### src/design/adnp_pkg.sv
// ----------------------------------------------------------------------------
// adnp_pkg: shared types and constants for the ascii decimal number parser
// Character codes, fixed-point sizing, sequencer states and the 10^k table.
// ----------------------------------------------------------------------------
package adnp_pkg;

  localparam int FRACTION_BITS       = 16;
  localparam int MAX_FRACTION_DIGITS = 9;

  localparam int VALUE_W = 48;
  localparam int COUNT_W = 8;
  localparam int INT_W   = 32;
  localparam int FRAC_W  = 30;
  localparam int K_W     = 4;
  localparam int DIV_CNT_W = $clog2(FRACTION_BITS + 2);

  // integer part limit: min(2^(47-FRACTION_BITS)-1, 2^32-1)
  localparam longint unsigned INT_LIMIT =
    ((47 - FRACTION_BITS) >= 32) ? 64'hFFFF_FFFF
                                 : ((64'd1 << (47 - FRACTION_BITS)) - 64'd1);

  localparam logic [7:0] CH_MINUS = 8'h2D;
  localparam logic [7:0] CH_PLUS  = 8'h2B;
  localparam logic [7:0] CH_POINT = 8'h2E;
  localparam logic [7:0] CH_SPACE = 8'h20;
  localparam logic [7:0] CH_ZERO  = 8'h30;
  localparam logic [7:0] CH_NINE  = 8'h39;

  typedef enum logic [2:0] {
    ST_IDLE,
    ST_SPACE,
    ST_INT,
    ST_FRAC,
    ST_DIV
  } state_t;

  function automatic logic [COUNT_W-1:0] sat_inc(input logic [COUNT_W-1:0] v);
    sat_inc = (v == '1) ? v : v + COUNT_W'(1);
  endfunction

  // 10^k for k up to MAX_FRACTION_DIGITS
  function automatic logic [FRAC_W-1:0] pow10(input logic [K_W-1:0] k);
    logic [FRAC_W-1:0] p;
    p = FRAC_W'(1);
    case (k)
      4'd0: p = FRAC_W'(1);
      4'd1: p = FRAC_W'(10);
      4'd2: p = FRAC_W'(100);
      4'd3: p = FRAC_W'(1000);
      4'd4: p = FRAC_W'(10000);
      4'd5: p = FRAC_W'(100000);
      4'd6: p = FRAC_W'(1000000);
      4'd7: p = FRAC_W'(10000000);
      4'd8: p = FRAC_W'(100000000);
      4'd9: p = FRAC_W'(1000000000);
      default: p = FRAC_W'(1);
    endcase
    pow10 = p;
  endfunction

endpackage

### src/design/ascii_decimal_number_parser.sv
// A consumed byte updates the accumulators; the terminating byte starts a restoring
// division of the fraction by 10^k, one quotient bit per cycle for FRACTION_BITS (16)
// quotient bits, then the result is loaded into the output register once it is free.
// Throughput: 1 byte per cycle inside a number; after the terminating byte tready stays
// low through the division, plus any wait for the output register to drain.
// Reset: rst (synchronous) returns to idle, drops tvalid, sets fraction_enable to 1.
// ----------------------------------------------------------------------------
// ascii_decimal_number_parser
// Parses ASCII decimal numbers from a byte stream into signed fixed point.
// ----------------------------------------------------------------------------
module ascii_decimal_number_parser (
  input  logic        clk,
  input  logic        rst,
  input  logic        cfg_we,
  input  logic        cfg_wdata,      // fraction_enable
  input  logic        s_axis_tvalid,
  output logic        s_axis_tready,
  input  logic [7:0]  s_axis_tdata,   // [7:0] text_byte
  input  logic        s_axis_tuser,   // start_req
  output logic        m_axis_tvalid,
  input  logic        m_axis_tready,
  output logic [71:0] m_axis_tdata,   // [47:0] value, [55:48] bytes_used,
                                      // [63:56] integer_digits, [71:64] fraction_digits
  output logic        m_axis_tuser    // overflow
);

  localparam int FB = adnp_pkg::FRACTION_BITS;
  localparam int IW = adnp_pkg::INT_W;
  localparam int FW = adnp_pkg::FRAC_W;
  localparam int CW = adnp_pkg::COUNT_W;
  localparam int VW = adnp_pkg::VALUE_W;
  localparam int NW = adnp_pkg::DIV_CNT_W;

  adnp_pkg::state_t state, state_next;

  logic          fraction_enable;
  logic          negative, negative_next;
  logic [IW-1:0] int_acc, int_acc_next;
  logic [FW-1:0] frac_acc, frac_acc_next;
  logic [CW-1:0] byte_cnt, byte_cnt_next;
  logic [CW-1:0] int_digits, int_digits_next;
  logic [CW-1:0] frac_digits, frac_digits_next;
  logic          ovf, ovf_next;

  // divider datapath
  logic [FW-1:0] rem, rem_next;
  logic [FW-1:0] den, den_next;
  logic [FB:0]   quo, quo_next;
  logic [NW-1:0] div_cnt, div_cnt_next;

  logic          out_valid_next;
  logic [71:0]   out_data_next;
  logic          out_user_next;

  logic          s_accept;
  logic          terminate;
  logic          int_path, frac_path;
  logic [7:0]    b;
  logic [3:0]    d;
  logic          is_digit, is_point, is_ws, is_sign;
  logic [IW+3:0] int_mul;
  logic [FW:0]   rem_dbl;
  logic [VW-1:0] magnitude, value_out;
  logic [adnp_pkg::K_W-1:0] k;

  assign s_accept = s_axis_tvalid && s_axis_tready;
  assign b        = s_axis_tdata;
  assign d        = 4'(b - adnp_pkg::CH_ZERO);
  assign is_digit = (b >= adnp_pkg::CH_ZERO) && (b <= adnp_pkg::CH_NINE);
  assign is_point = fraction_enable && (b == adnp_pkg::CH_POINT);
  assign is_ws    = (b != 8'h00) && (b <= adnp_pkg::CH_SPACE);
  assign is_sign  = (b == adnp_pkg::CH_MINUS) || (b == adnp_pkg::CH_PLUS);

  assign rem_dbl   = {rem, 1'b0};
  assign magnitude = (VW'(int_acc) << FB) + VW'(quo[FB-1:0]);
  assign value_out = negative ? (VW'(0) - magnitude) : magnitude;

  always_comb begin
    unique case (state) inside
      adnp_pkg::ST_IDLE, adnp_pkg::ST_SPACE,
      adnp_pkg::ST_INT, adnp_pkg::ST_FRAC: s_axis_tready = 1'b1;
      default:                             s_axis_tready = 1'b0;
    endcase
  end

  always_comb begin
    adnp_pkg::state_t p;
    p                = state;
    state_next       = state;
    negative_next    = negative;
    int_acc_next     = int_acc;
    frac_acc_next    = frac_acc;
    byte_cnt_next    = byte_cnt;
    int_digits_next  = int_digits;
    frac_digits_next = frac_digits;
    ovf_next         = ovf;
    rem_next         = rem;
    den_next         = den;
    quo_next         = quo;
    div_cnt_next     = div_cnt;
    out_valid_next   = m_axis_tvalid && !m_axis_tready;
    out_data_next    = m_axis_tdata;
    out_user_next    = m_axis_tuser;
    terminate        = 1'b0;
    int_path         = 1'b0;
    frac_path        = 1'b0;
    int_mul          = '0;
    k                = '0;

    if (s_accept) begin
      if (s_axis_tuser) begin
        negative_next    = 1'b0;
        int_acc_next     = '0;
        frac_acc_next    = '0;
        byte_cnt_next    = '0;
        int_digits_next  = '0;
        frac_digits_next = '0;
        ovf_next         = 1'b0;
        p                = adnp_pkg::ST_SPACE;
        state_next       = adnp_pkg::ST_SPACE;
      end

      unique case (p)
        adnp_pkg::ST_SPACE: begin
          if (is_ws) begin
            byte_cnt_next = adnp_pkg::sat_inc(byte_cnt_next);
          end else if (is_sign) begin
            negative_next = (b == adnp_pkg::CH_MINUS);
            byte_cnt_next = adnp_pkg::sat_inc(byte_cnt_next);
            state_next    = adnp_pkg::ST_INT;
          end else begin
            int_path = 1'b1;
          end
        end
        adnp_pkg::ST_INT:  int_path  = 1'b1;
        adnp_pkg::ST_FRAC: frac_path = 1'b1;
        default: ;
      endcase

      if (int_path) begin
        state_next = adnp_pkg::ST_INT;
        if (is_digit) begin
          // acc * 10 + d as two shifted adds
          int_mul = ((IW+4)'(int_acc_next) << 3) + ((IW+4)'(int_acc_next) << 1)
                    + (IW+4)'(d);
          if (64'(int_mul) > adnp_pkg::INT_LIMIT) begin
            int_acc_next = IW'(adnp_pkg::INT_LIMIT);
            ovf_next     = 1'b1;
          end else begin
            int_acc_next = int_mul[IW-1:0];
          end
          int_digits_next = adnp_pkg::sat_inc(int_digits_next);
          byte_cnt_next   = adnp_pkg::sat_inc(byte_cnt_next);
        end else if (is_point) begin
          byte_cnt_next = adnp_pkg::sat_inc(byte_cnt_next);
          state_next    = adnp_pkg::ST_FRAC;
        end else begin
          terminate = 1'b1;
        end
      end

      if (frac_path) begin
        if (is_digit) begin
          if (frac_digits_next < CW'(adnp_pkg::MAX_FRACTION_DIGITS)) begin
            frac_acc_next = FW'((frac_acc_next << 3) + (frac_acc_next << 1) + FW'(d));
          end
          frac_digits_next = adnp_pkg::sat_inc(frac_digits_next);
          byte_cnt_next    = adnp_pkg::sat_inc(byte_cnt_next);
        end else begin
          terminate = 1'b1;
        end
      end

      if (terminate) begin
        k = (frac_digits_next < CW'(adnp_pkg::MAX_FRACTION_DIGITS))
            ? adnp_pkg::K_W'(frac_digits_next)
            : adnp_pkg::K_W'(adnp_pkg::MAX_FRACTION_DIGITS);
        rem_next     = frac_acc_next;
        den_next     = adnp_pkg::pow10(k);
        quo_next     = '0;
        div_cnt_next = '0;
        state_next   = adnp_pkg::ST_DIV;
      end
    end

    if (state == adnp_pkg::ST_DIV) begin
      if (div_cnt != NW'(FB)) begin
        // one restoring step: remainder stays below the divisor
        if (rem_dbl >= (FW+1)'(den)) begin
          rem_next = FW'(rem_dbl - (FW+1)'(den));
          quo_next = {quo[FB-1:0], 1'b1};
        end else begin
          rem_next = rem_dbl[FW-1:0];
          quo_next = {quo[FB-1:0], 1'b0};
        end
        div_cnt_next = div_cnt + NW'(1);
      end else if (!m_axis_tvalid || m_axis_tready) begin
        out_valid_next = 1'b1;
        out_data_next  = {frac_digits, int_digits, byte_cnt, value_out};
        out_user_next  = ovf;
        state_next     = adnp_pkg::ST_IDLE;
      end
    end
  end

  always_ff @(posedge clk) begin
    if (rst) begin
      state           <= adnp_pkg::ST_IDLE;
      fraction_enable <= 1'b1;
      m_axis_tvalid   <= 1'b0;
    end else begin
      state         <= state_next;
      m_axis_tvalid <= out_valid_next;
      if (cfg_we) begin
        fraction_enable <= cfg_wdata;
      end
    end
  end

  always_ff @(posedge clk) begin
    negative     <= negative_next;
    int_acc      <= int_acc_next;
    frac_acc     <= frac_acc_next;
    byte_cnt     <= byte_cnt_next;
    int_digits   <= int_digits_next;
    frac_digits  <= frac_digits_next;
    ovf          <= ovf_next;
    rem          <= rem_next;
    den          <= den_next;
    quo          <= quo_next;
    div_cnt      <= div_cnt_next;
    m_axis_tdata <= out_data_next;
    m_axis_tuser <= out_user_next;
  end

  // a terminating byte always hands over to the divider
  a_term_to_div: assert property (@(posedge clk) disable iff (rst)
    s_accept && terminate |=> state == adnp_pkg::ST_DIV)
    else $error("terminating byte did not start division");

  // restoring division keeps the remainder under the divisor
  a_rem_bound: assert property (@(posedge clk) disable iff (rst)
    state == adnp_pkg::ST_DIV |-> rem < den)
    else $error("division remainder out of range");

  a_cnt_bound: assert property (@(posedge clk) disable iff (rst)
    state == adnp_pkg::ST_DIV |-> div_cnt <= NW'(FB))
    else $error("division step count overran");

  // a result is only loaded once all quotient bits are in
  a_load_done: assert property (@(posedge clk) disable iff (rst)
    state == adnp_pkg::ST_DIV && state_next == adnp_pkg::ST_IDLE |->
      div_cnt == NW'(FB))
    else $error("result loaded before division finished");

endmodule
### config.mk
export PLATFORM = sky130hd
export DESIGN_NAME = ascii_decimal_number_parser
export DESIGN_NICKNAME = d
export VERILOG_FILES = /design/src/design/adnp_pkg.sv /design/src/design/ascii_decimal_number_parser.sv
export SDC_FILE = /design/constraint.sdc
export NUM_CORES = 1
export LEC_CHECK = 0
export BUFFER_PORTS_ARGS = -buffer_cell sky130_fd_sc_hd__buf_2
export CORE_MARGIN = 5
export CORE_UTILIZATION = 50
export CTS_CLUSTER_SIZE = 10
export DETAILED_ROUTE_END_ITERATION = 8
export PLACE_DENSITY = 0.71
export SYNTH_ARGS = -nofsm -noshare
export SYNTH_HDL_FRONTEND = slang
export SYNTH_SLANG_ARGS = --single-unit
### constraint.sdc
create_clock -name clk -period 16.57 [get_ports clk]
set_input_delay 2.4855 -clock clk [delete_from_list [all_inputs] [get_ports clk]]
set_output_delay 2.4855 -clock clk [all_outputs]
set_load 0.02 [all_outputs]
**Word-level counts from Yosys, hierarchy flattened**

Memories as Yosys holds them, arrays and structs flattened. A register that Yosys moved wholly into a read port is not among the register bits.
Index checks and enable logic that the tools add are counted.

- Bits in registers: 218
- Memory bits (read-only): 480
- Bits of input ports: 15
- Output and inout port bits: 75
- Word-level logic and storage cells: 157
- Memories kept: 1

- Add/sub/neg operators: 14
- Magnitude comparators: 7
- Equality and inequality tests: 16
- Multiplexer cells: 89
- Bitwise operators: 1
- Reductions and logical operators: 14

Memory list:

| name | words | width | read ports | clocked after memory_dff | write ports | line | text |
|---|---|---|---|---|---|---|---|
| (no name shown) | 16 | 30 | 1 | 1 | 0 | adnp_pkg.sv:45 | `case (k)` |

Operator list:

| operator | count |
|---|---|
| two-way mux 30 bit | 10 |
| two-way mux 8 bit | 26 |
| two-way mux 32 bit | 5 |
| two-way mux 17 bit | 4 |
| adder 48 x 16 -> 48 bit | 1 |
| two-way mux 48 bit | 1 |
| subtractor 1 x 48 -> 48 bit (first input constant) | 1 |
| adder 8 x 1 -> 8 bit (second input constant) | 5 |
| == test 8 bit (second input constant) | 5 |
| adder 35 x 33 -> 36 bit | 1 |
| adder 36 x 4 -> 36 bit | 1 |
| > comparator 36 x 31 -> 1 bit (second input constant) | 1 |
| two-way mux 3 bit | 11 |
| greater-or-equal comparator 31 x 30 -> 1 bit | 1 |
| adder 30 bit | 1 |
| adder 30 x 4 -> 30 bit | 1 |
| subtractor 30 bit | 1 |
| two-way mux 1 bit | 26 |
| == test 8 x 6 -> 1 bit (second input constant) | 3 |
| two-way mux 5 bit | 4 |
| less-or-equal comparator 8 x 6 -> 1 bit (second input constant) | 2 |
| less-than comparator 8 x 4 -> 1 bit (second input constant) | 2 |
| == test 3 x 2 -> 1 bit (second input constant) | 4 |
| greater-or-equal comparator 8 x 6 -> 1 bit (second input constant) | 1 |
| 16 further kinds | 23 |

**Longest topological paths before layout**

Gate-level depths: netlist (run 1).

- Depth after elaboration: 21
- Depth in mapped cells: 21
- Depth with buffers taken out: 16

**Worst setup path after synthesis (run 1)**

Ideal clock, no wire load.

- Path kind: input to register
- From: input port s_axis_tuser
- To: register int_acc[12], data pin
- Setup time: 0.274 ns
- Data arrival time: 7.448 ns
- Data required time: 16.296 ns
- Path slack: 8.848 ns
- Stages: 20
- Path buffers: 6
- Cell sequence: clkbuf_1 > clkbuf_1 > clkbuf_1 > clkbuf_1 > clkbuf_1 > nor2b_1 > xor2_1 > ha_1 > fa_1 > a211oi_1 > o211ai_1 > a22oi_1 > a21oi_1 > a31oi_1 > o21bai_1 > a41oi_1 > mux2i_1 > nor4b_1 > clkbuf_1 > a31oi_1

- Longest elaborated chain between the ends: 8
- Elaborated cells between the ends (all ways): 14
- Classes of those cells: add/sub (2); order compare (1); eq/ne (2); mux (9)

RTL lines:

| item | line | text |
|---|---|---|
| start: declaration | ascii_decimal_number_parser.sv:19 | `input logic s_axis_tuser,` |
| two-way mux 32 bit | ascii_decimal_number_parser.sv:111 | `if (s_axis_tuser) begin` |
| two-way mux 32 bit | ascii_decimal_number_parser.sv:110 | `if (s_accept) begin` |
| adder 35 x 33 -> 36 bit | ascii_decimal_number_parser.sv:144 | `int_mul = ((IW+4)'(int_acc_next) << 3) + ((IW+4)'(int_acc_next) << 1)` |
| adder 36 x 4 -> 36 bit | ascii_decimal_number_parser.sv:145 | `+ (IW+4)'(d);` |
| > comparator 36 x 31 -> 1 bit | ascii_decimal_number_parser.sv:146 | `if (64'(int_mul) > adnp_pkg::INT_LIMIT) begin` |
| two-way mux 32 bit | ascii_decimal_number_parser.sv:146 |  |
| two-way mux 32 bit | ascii_decimal_number_parser.sv:142 | `if (is_digit) begin` |
| two-way mux 32 bit (*) | ascii_decimal_number_parser.sv:140 | `if (int_path) begin` |
| end signal: assignment | ascii_decimal_number_parser.sv:222 | `int_acc <= int_acc_next;` |
| end: declaration | ascii_decimal_number_parser.sv:38 | `logic [IW-1:0] int_acc, int_acc_next;` |

Every way passes the cells marked *; elsewhere a longest branch is shown, timed or not. The select of a mux whose other input is x is not followed.
A chain may end at the register's enable or synchronous reset.

**Worst setup path in the final report (run 1)**

- From: input port s_axis_tuser
- To: register int_acc[25], data pin

Same word-level chain as after synthesis.

==> summary.txt, run 1 <==
Timing
  – Final hold violations: 0
  – Fin crit period: 7.27 ns
  – Final period utilization: 43.9%
  – RSZ-0062 raised after global routing: false
  – Slew @ Worst Pin: 1.19 ns
  – Setup violators final: 0
  – Setup TNS: 0 ns
  – Slew margin rel.: 20.5%
  – Max frequency: 0.138 GHz
  – Final worst slack: 9.30 ns
  – Post-Route Skew: 0.0132 ns
  – Slew Viols, Final: 0

Placed design
  – DP Worst Slack: 8.82 ns
  – HPWL after DPL: 29600 µm
  – Gpl congestion: 0.919
  – Buffers on Ports: 89

Power and ir drop
  – Switching Fraction: 34.7%
  – Combinational share of power: 34.9%
  – Reported net switching power: 727 µW
  – PwrDens: 111 nW/µm²
  – Leak: 7.76 nW
  – Clock network fraction of total power: 27.4%
  – P_int: 1.37 mW
  – Max VDD drop: 0.000102 V
  – Sequential power share: 37.7%

CTS
  – Cts repair resizes: 0
  – Clock sink count: 240
  – H-Tree Depth: 1
  – CTS Root Cell: clkbuf_16
  – Setup Fix Bufs, Post-CTS: 0
  – Clock Latency Late Sink: 0.56 ns
  – CTS tree: done
  – CTS Buf Count: 29
  – # hold bufs at CTS: 0
  – Clock-pin slew on the worst setup and hold paths: 0.06 ns
  – Clk buf depth: 3

Worst setup path
  – Buf/Inv on CP: 4
  – Critical-path cell list: buf_2, buf_4, buf_4, nor2b_1, xor2_1, ha_1, fa_1, a211oi_1, o211ai_1, a22oi_1, a21oi_1, a31oi_1, o21bai_1, a41oi_1, mux2i_1, nor4b_2, buf_4, a31oi_1
  – Critical Path AT: 7.53 ns
  – Slowest stage delay, CP: 0.59 ns
  – CP endpoint kind: register
  – Crit Path Max Fanout: 53
  – Worst endpoint required time: 16.83 ns
  – Startpoint types: primary input
  – Slowest-stage cell, CP: buf_4
  – CP Class: primary input to register
  – Crit-path most repeated cell: buf_4
  – CP top delay family: compound AO/OA/AOI/OAI gates

Yosys
  – Ys flop type: edfxtp_1
  – Synth Register Bits: 240
  – Synth area leaders: edfxtp_1 (32%), ha_1 (12%), dfxtp_1 (6.5%)
  – Syn avg cell area: 9.58 µm²
  – Yosys cell types: 88
  – Share of the synthesized area in the top cell type: 32.3%
  – Mapped Nets: 1967
  – Sequential fraction of the synthesis area: 38.8%
  – Count of warnings emitted by yosys: 0
  – Syn Inst Count: 1788
  – Synth area leader: edfxtp_1
  – Synthesized cell area: 17100 µm²
  – FFs w/ async S/R, synth: 0%
  – Post-synth EDFFs: 184

Run status
  – Run status: finished clean

Final layout
  – Share of layout cells above drive strength 1: 10.6%
  – Most frequent cells in the layout: edfxtp_1 (184), nand2_1 (168), ha_1 (160)
  – Commonest non-fill, non-tap cell in the layout: edfxtp_1
  – Area Growth Syn to Fin: 10.3%
  – Fin nets: 2041
  – Antenna diodes: 0

GRT
  – Vias in the first global route: 13100
  – Tot GR Track Use: 20.4%
  – Largest net degree at the start of global routing: 83
  – First-pass GRT wire length: 66100 µm
  – Initial antenna violation count: 1
  – Total grt overflow: 0

Job
  – Max-cap violations: 0

Drt
  – Via count: 13800
  – Post-route ant nets: 0
  – Drt wl/cell: 17.5 µm
  – Drt first pass iters: 5
  – # DRC: 0
  – Iter 0 DRT Violations: 961
  – Avg Vias per Cell: 5.94
  – Drt total wl: 40800 µm

Floorplan
  – Initial Utilization: 50.8%
  – Core Area: 33700 µm²
  – Die Height: 195 µm
  – IO Pins: 90
  – Die area: 38100 µm²
  – Die X: 195 µm
  – Rows: 67

Worst hold path
  – Hold WC Path Type: register to register
[routing by layer]
metal | track usage [%] | part of all wire, % | vias to the layer above
met3 | 2.83 | 5.6 | 64
met1 | 27.7 | 46 | 6567
li1 | - | - | 6839
met4 | 5.30 | 2.2 | 2
met5 | 0 | 0.025 | -
met2 | 34.6 | 46 | 364
[power groups by stage]
stage | registers (mW) | clock network, mW | logic, mW
CTS | 0.790 | 0.586 | 0.725
floorplan | 0.781 | 0 | 0.573
global placement | 0.800 | 0 | 0.701
detailed placement | 0.801 | 0 | 0.718
finish | 0.790 | 0.574 | 0.730
global route | 0.798 | 0.610 | 0.811
[cell usage after synthesis (44+ instances only)]
cell / n
nand2_1: 168
dfxtp_1: 56
nor2_1: 106
inv_1: 75
edfxtp_1: 184
o21ai_0: 114
a21oi_1: 87
clkbuf_1: 52
a31oi_1: 44
nor2b_1: 87
xnor2_1: 96
ha_1: 160
[worst register-to-register path: cells and delay by family (launching register included)]
family	cells	cell delay (ns)
compound gates	5	1.49
xor+xnor	2	0.50
fa+ha+maj	3	0.78
buf+inv	2	0.13
flops	1	0.48
mux	1	0.33
simple gates	3	0.90
[final cells by class]
class	count	area, µm²
inverters	76	287
flip-flops and latches	240	6650
repair buffers	103	551
multi-input cells	1412	10000
fillers	3036	14800
clock buffers	48	807
clock inverters	4	20.0
well taps	448	561
[state kept, by name, summed over array words and instances (netlist names)]
name,cells
div_cnt,5
quo,16
frac_digits,8
fraction_enable,1
rem,30
m_axis_tuser,1
frac_acc,30
byte_cnt,8
int_digits,8
m_axis_tdata,72
negative,1
den,23
state,3
m_axis_tvalid,1
ovf,1
int_acc,32
[kinds of logic after synthesis]
logic type	count (synthesis)	synth area share [%]
AOI/OAI and AO/OA	485	18.7
xor gates and xnor gates	135	6.90
adders and majority gates	164	12.2
buffers and inverters	136	3.00
DFF	240	38.8
muxes	40	2.47
and+or+nand+nor	588	18.0
[final timing paths]
path	start	end	slack, ns	cells past startpoint
setup / recovery	s_axis_tuser	int_acc[25]	9.30	18
hold / removal	int_digits[0]	m_axis_tdata[56]	0.45	0
setup reg to reg	byte_cnt[0]	byte_cnt[1]	11.69	16
hold reg to reg	int_digits[0]	m_axis_tdata[56]	0.45	0
[per-stage QoR]
stage	utilization [%]	total power [mW]	area (µm²)	hold slack, ns	std cells
floorplan	-	1.35	17100	0.418	1788
global placement	53.6	1.50	18100	0.425	2279
detailed placement	53.6	1.52	18100	0.433	2279
CTS	56.0	2.10	18900	0.449	2331
global route	56.0	2.22	18900	0.474	2331
finish	56.0	2.09	18900	0.445	2331
Note: power is estimated with default switching activity, not from simulation.
==> inputs of run 2 (changes only) <==
ABC_AREA = 1   (was unset)
clock period = 7.4 ns   (was 16.57 ns; I/O delays follow)
==> summary.txt, run 2 <==
Timing
  – Slew Viols, Final: 0 (unchanged)
  – RSZ-0062 raised after global routing: false (unchanged)
  – Final hold violations: 0 (unchanged)
  – Final period utilization: 70.4%
  – Fin crit period: 5.21 ns
  – Max frequency: 0.192 GHz
  – Slew margin rel.: 18.1% (was 20.5%)
  – Setup violators final: 0 (unchanged)
  – Slew @ Worst Pin: 1.23 ns (was 1.19 ns)
  – Post-Route Skew: 0.0188 ns (was 0.0132 ns)
  – Hold WS: 0.455 ns (was 0.445 ns)
  – Setup TNS: 0 ns (unchanged)

Power and ir drop
  – Reported net switching power: 1.73 mW (was 727 µW)
  – PwrDens: 242 nW/µm² (was 111 nW/µm²)
  – Switching Fraction: 36.7% (was 34.7%)
  – Clock network fraction of total power: 27.7% (was 27.4%)
  – Max VDD drop: 0.000257 V (was 0.000102 V)
  – Combinational share of power: 34.6% (was 34.9%)
  – Sequential power share: 37.7% (about the same)
  – Leak: 9.10 nW (was 7.76 nW)
  – P_int: 2.97 mW (was 1.37 mW)
  – Pwr Total: 4.70 mW (was 2.09 mW)

Yosys
  – Syn Inst Count: 2253 (was 1788)
  – Share of the synthesized area in the top cell type: 31.3% (was 32.3%)
  – Most common cell in the netlist: nand2_1 (was edfxtp_1)
  – FFs w/ async S/R, synth: 0% (unchanged)
  – Synth Register Bits: 240 (unchanged)
  – Syn avg cell area: 7.83 µm² (was 9.58 µm²)
  – Mapped Nets: 2432 (was 1967)
  – Synthesized cell area: 17600 µm² (was 17100 µm²)
  – Sequential fraction of the synthesis area: 37.7% (was 38.8%)
  – Yosys cell types: 60 (was 88)
  – Post-synth EDFFs: 184 (unchanged)
  – Top cells by count, synth: nand2_1 (455), inv_1 (294), nor2_1 (258), edfxtp_1 (184) (was edfxtp_1 (184), nand2_1 (168), ha_1 (160), o21ai_0 (114), nor2_1 (106))
  – Synth area leaders: edfxtp_1 (31%), ha_1 (11%), nand2_1 (9.7%) (was edfxtp_1 (32%), ha_1 (12%), dfxtp_1 (6.5%))
  – Ys flop type: edfxtp_1 (unchanged)
  – Count of warnings emitted by yosys: 0 (unchanged)
  – Synth area leader: edfxtp_1 (unchanged)

Floorplan
  – Rows: 68 (was 67)
  – Die X: 198 µm (was 195 µm)
  – Die Height: 198 µm (was 195 µm)
  – Core Area: 34700 µm² (was 33700 µm²)
  – Die area: 39100 µm² (was 38100 µm²)
  – IO Pins: 90 (unchanged)
  – Initial Utilization: 50.8% (about the same)

Drt
  – Post-route ant nets: 0 (unchanged)
  – Via count: 15300 (was 13800)
  – Met2 Wirelength: 20300 µm (was 18900 µm)
  – # DRC: 0 (unchanged)
  – Iter 0 DRT Violations: 1104 (was 961)
  – M1 WL: 19900 µm (was 18700 µm)
  – Top layer in use: met4 (was met5)
  – Wire length on met3: 2580 µm (was 2270 µm)
  – Drt wl/cell: 15.6 µm (was 17.5 µm)
  – Avg Vias per Cell: 5.44 (was 5.94)
  – Drt total wl: 43800 µm (was 40800 µm)
  – Drt first pass iters: 6 (was 5)

Worst setup path
  – Startpoint types: primary input (unchanged)
  – Crit Path Max Fanout: 34 (was 53)
  – CP endpoint kind: register (unchanged)
  – Critical Path AT: 5.45 ns (was 7.53 ns)
  – CP Class: primary input to register (unchanged)
  – R2R Setup Slk: 2.84 ns (was 11.69 ns)
  – Worst endpoint required time: 7.64 ns (was 16.83 ns)

Final layout
  – Biggest regs: m_axis_tdata x72, int_acc x32 (unchanged)
  – Share of layout cells above drive strength 1: 9.67% (was 10.6%)
  – Most frequent cells in the layout: nand2_1 (455), inv_1 (293), nor2_1 (256) (was edfxtp_1 (184), nand2_1 (168), ha_1 (160))
  – Commonest non-fill, non-tap cell in the layout: nand2_1 (was edfxtp_1)
  – Fin nets: 2513 (was 2041)
  – Area Growth Syn to Fin: 9.92% (was 10.3%)
  – # fillers: 3187 (was 3036)
  – Max reg flops: 72 (unchanged)
  – Final Core Density: 55.8% (was 56.0%)
  – Largest register by flop count: m_axis_tdata (unchanged)

GRT
  – Initial antenna violation count: 1 (unchanged)
  – First-pass GRT wire length: 72400 µm (was 66100 µm)
  – Total grt overflow: 0 (unchanged)
  – Vias in the first global route: 14800 (was 13100)
  – Largest net degree at the start of global routing: 89 (was 83)
  – Tot GR Track Use: 22.0% (was 20.4%)

CTS
  – Clock-pin slew on the worst setup and hold paths: 0.06 ns (about the same)
  – Setup Fix Bufs, Post-CTS: 0 (unchanged)
  – Clock sink count: 240 (unchanged)
  – # hold bufs at CTS: 0 (unchanged)
  – H-Tree Depth: 1 (unchanged)
  – CTS Buf Count: 29 (unchanged)
  – Clock Latency Late Sink: 0.55 ns (was 0.56 ns)
  – Clk buf depth: 3 (unchanged)
  – Cts repair resizes: 0 (unchanged)
  – CTS tree: done (unchanged)
  – CTS Root Cell: clkbuf_16 (unchanged)

Job
  – Max-cap violations: 0 (unchanged)

Placed design
  – Gpl congestion: 0.950 (was 0.919)
  – HPWL after DPL: 34600 µm (was 29600 µm)
  – Buffers on Ports: 89 (unchanged)

Worst hold path
  – Hold WC Path Type: register to register (unchanged)

Run status
  – Run status: finished clean (unchanged)
## run 2: cell types whose count changed in the layout (fill, tap and decap cells not counted), sizes merged, moves of 36 or more
cell   delta
a21oi    +72
xnor2    -62
nand3    +78
xor2     +46
nor2b    -87
nor2    +166
a21o     -36
nand2   +307
inv     +237
## run 2: worst max-delay path, cell delays in order
cell and delay [ns]:
buf_2 0.48, clkinv_2 0.12, nand2_1 0.16, xor2_1 0.15, inv_1 0.06, ha_1 0.32
fa_1 0.45, nand2_1 0.07, inv_1 0.05, nand2_1 0.05, nand2_1 0.08, nand2_1 0.06
nand3_1 0.10, nand2_1 0.07, nand2_1 0.07, nand2_1 0.07, nand2_1 0.12, nand3_1 0.11
nand2_1 0.08, nand2_1 0.07, nand2_1 0.07, nand2_1 0.07, nand2_1 0.06, or2_2 0.29
nand2_1 0.06, nand3_1 0.10, nand2_1 0.70, o21ai_0 0.24
## run 2: logic make-up (layout without fill, tap and decap cells)
group           after synthesis  count (layout)  synth area share [%]
compound gates              394             394                  12.6
fa+ha+maj                   164             164                  11.8
other cells                   0               2                     0
buf+inv                     365             469                  8.02
xor+xnor                    119             119                  6.04
simple gates                971             971                  23.9
flops                       240             240                  37.7
## run 2: worst paths after layout
| path | cells after the start | to | startpoint |
|---|---|---|---|
| max reg2reg | 26 | int_acc[4] | int_acc[0] |
| min reg2reg | 0 | m_axis_tdata[56] | int_digits[0] |
| min | 0 | m_axis_tdata[56] | int_digits[0] |
| max | 28 | int_acc[4] | s_axis_tuser |
## run 2: metrics by stage
step / std cells / setup WS [ns] / instance area, µm²
2_1_floorplan: 2253 / 2.08 / 17600
3_3_place_gp: 2758 / 1.76 / 18500
3_5_place_dp: 2758 / 1.63 / 18500
4_1_cts: 2812 / 2.20 / 19400
5_1_grt: 2813 / 1.68 / 19400
6_report: 2814 / 2.19 / 19400
## run 2: power groups by stage
| stage | registers [mW] | logic, mW | clock network, mW |
|---|---|---|---|
| global placement | 1.79 | 1.58 | 0 |
| floorplan | 1.74 | 1.26 | 0 |
| CTS | 1.77 | 1.62 | 1.33 |
| detailed placement | 1.80 | 1.61 | 0 |
| global route | 1.79 | 1.85 | 1.38 |
| finish | 1.77 | 1.63 | 1.30 |
## run 2: per-layer routing
layer | GRT usage [%] | up-vias
met4 | 5.97 | 0
met2 | 37.1 | 417
li1 | - | 7745
met3 | 3.08 | 72
met5 | 0 | -
met1 | 29.9 | 7072
## run 2: cell type report
type | instances | area (µm²) | area share [%]
clock inverter | 3 | 22.5 | 0.116
timing repair buffer | 101 | 536 | 2.76
antenna | 2 | 5.00 | 0.0258
tap | 455 | 569 | 2.94
inverter | 314 | 1180 | 6.09
clock buffer | 51 | 840 | 4.33
sequential | 240 | 6650 | 34.3
multi-input combinational | 1648 | 9590 | 49.5
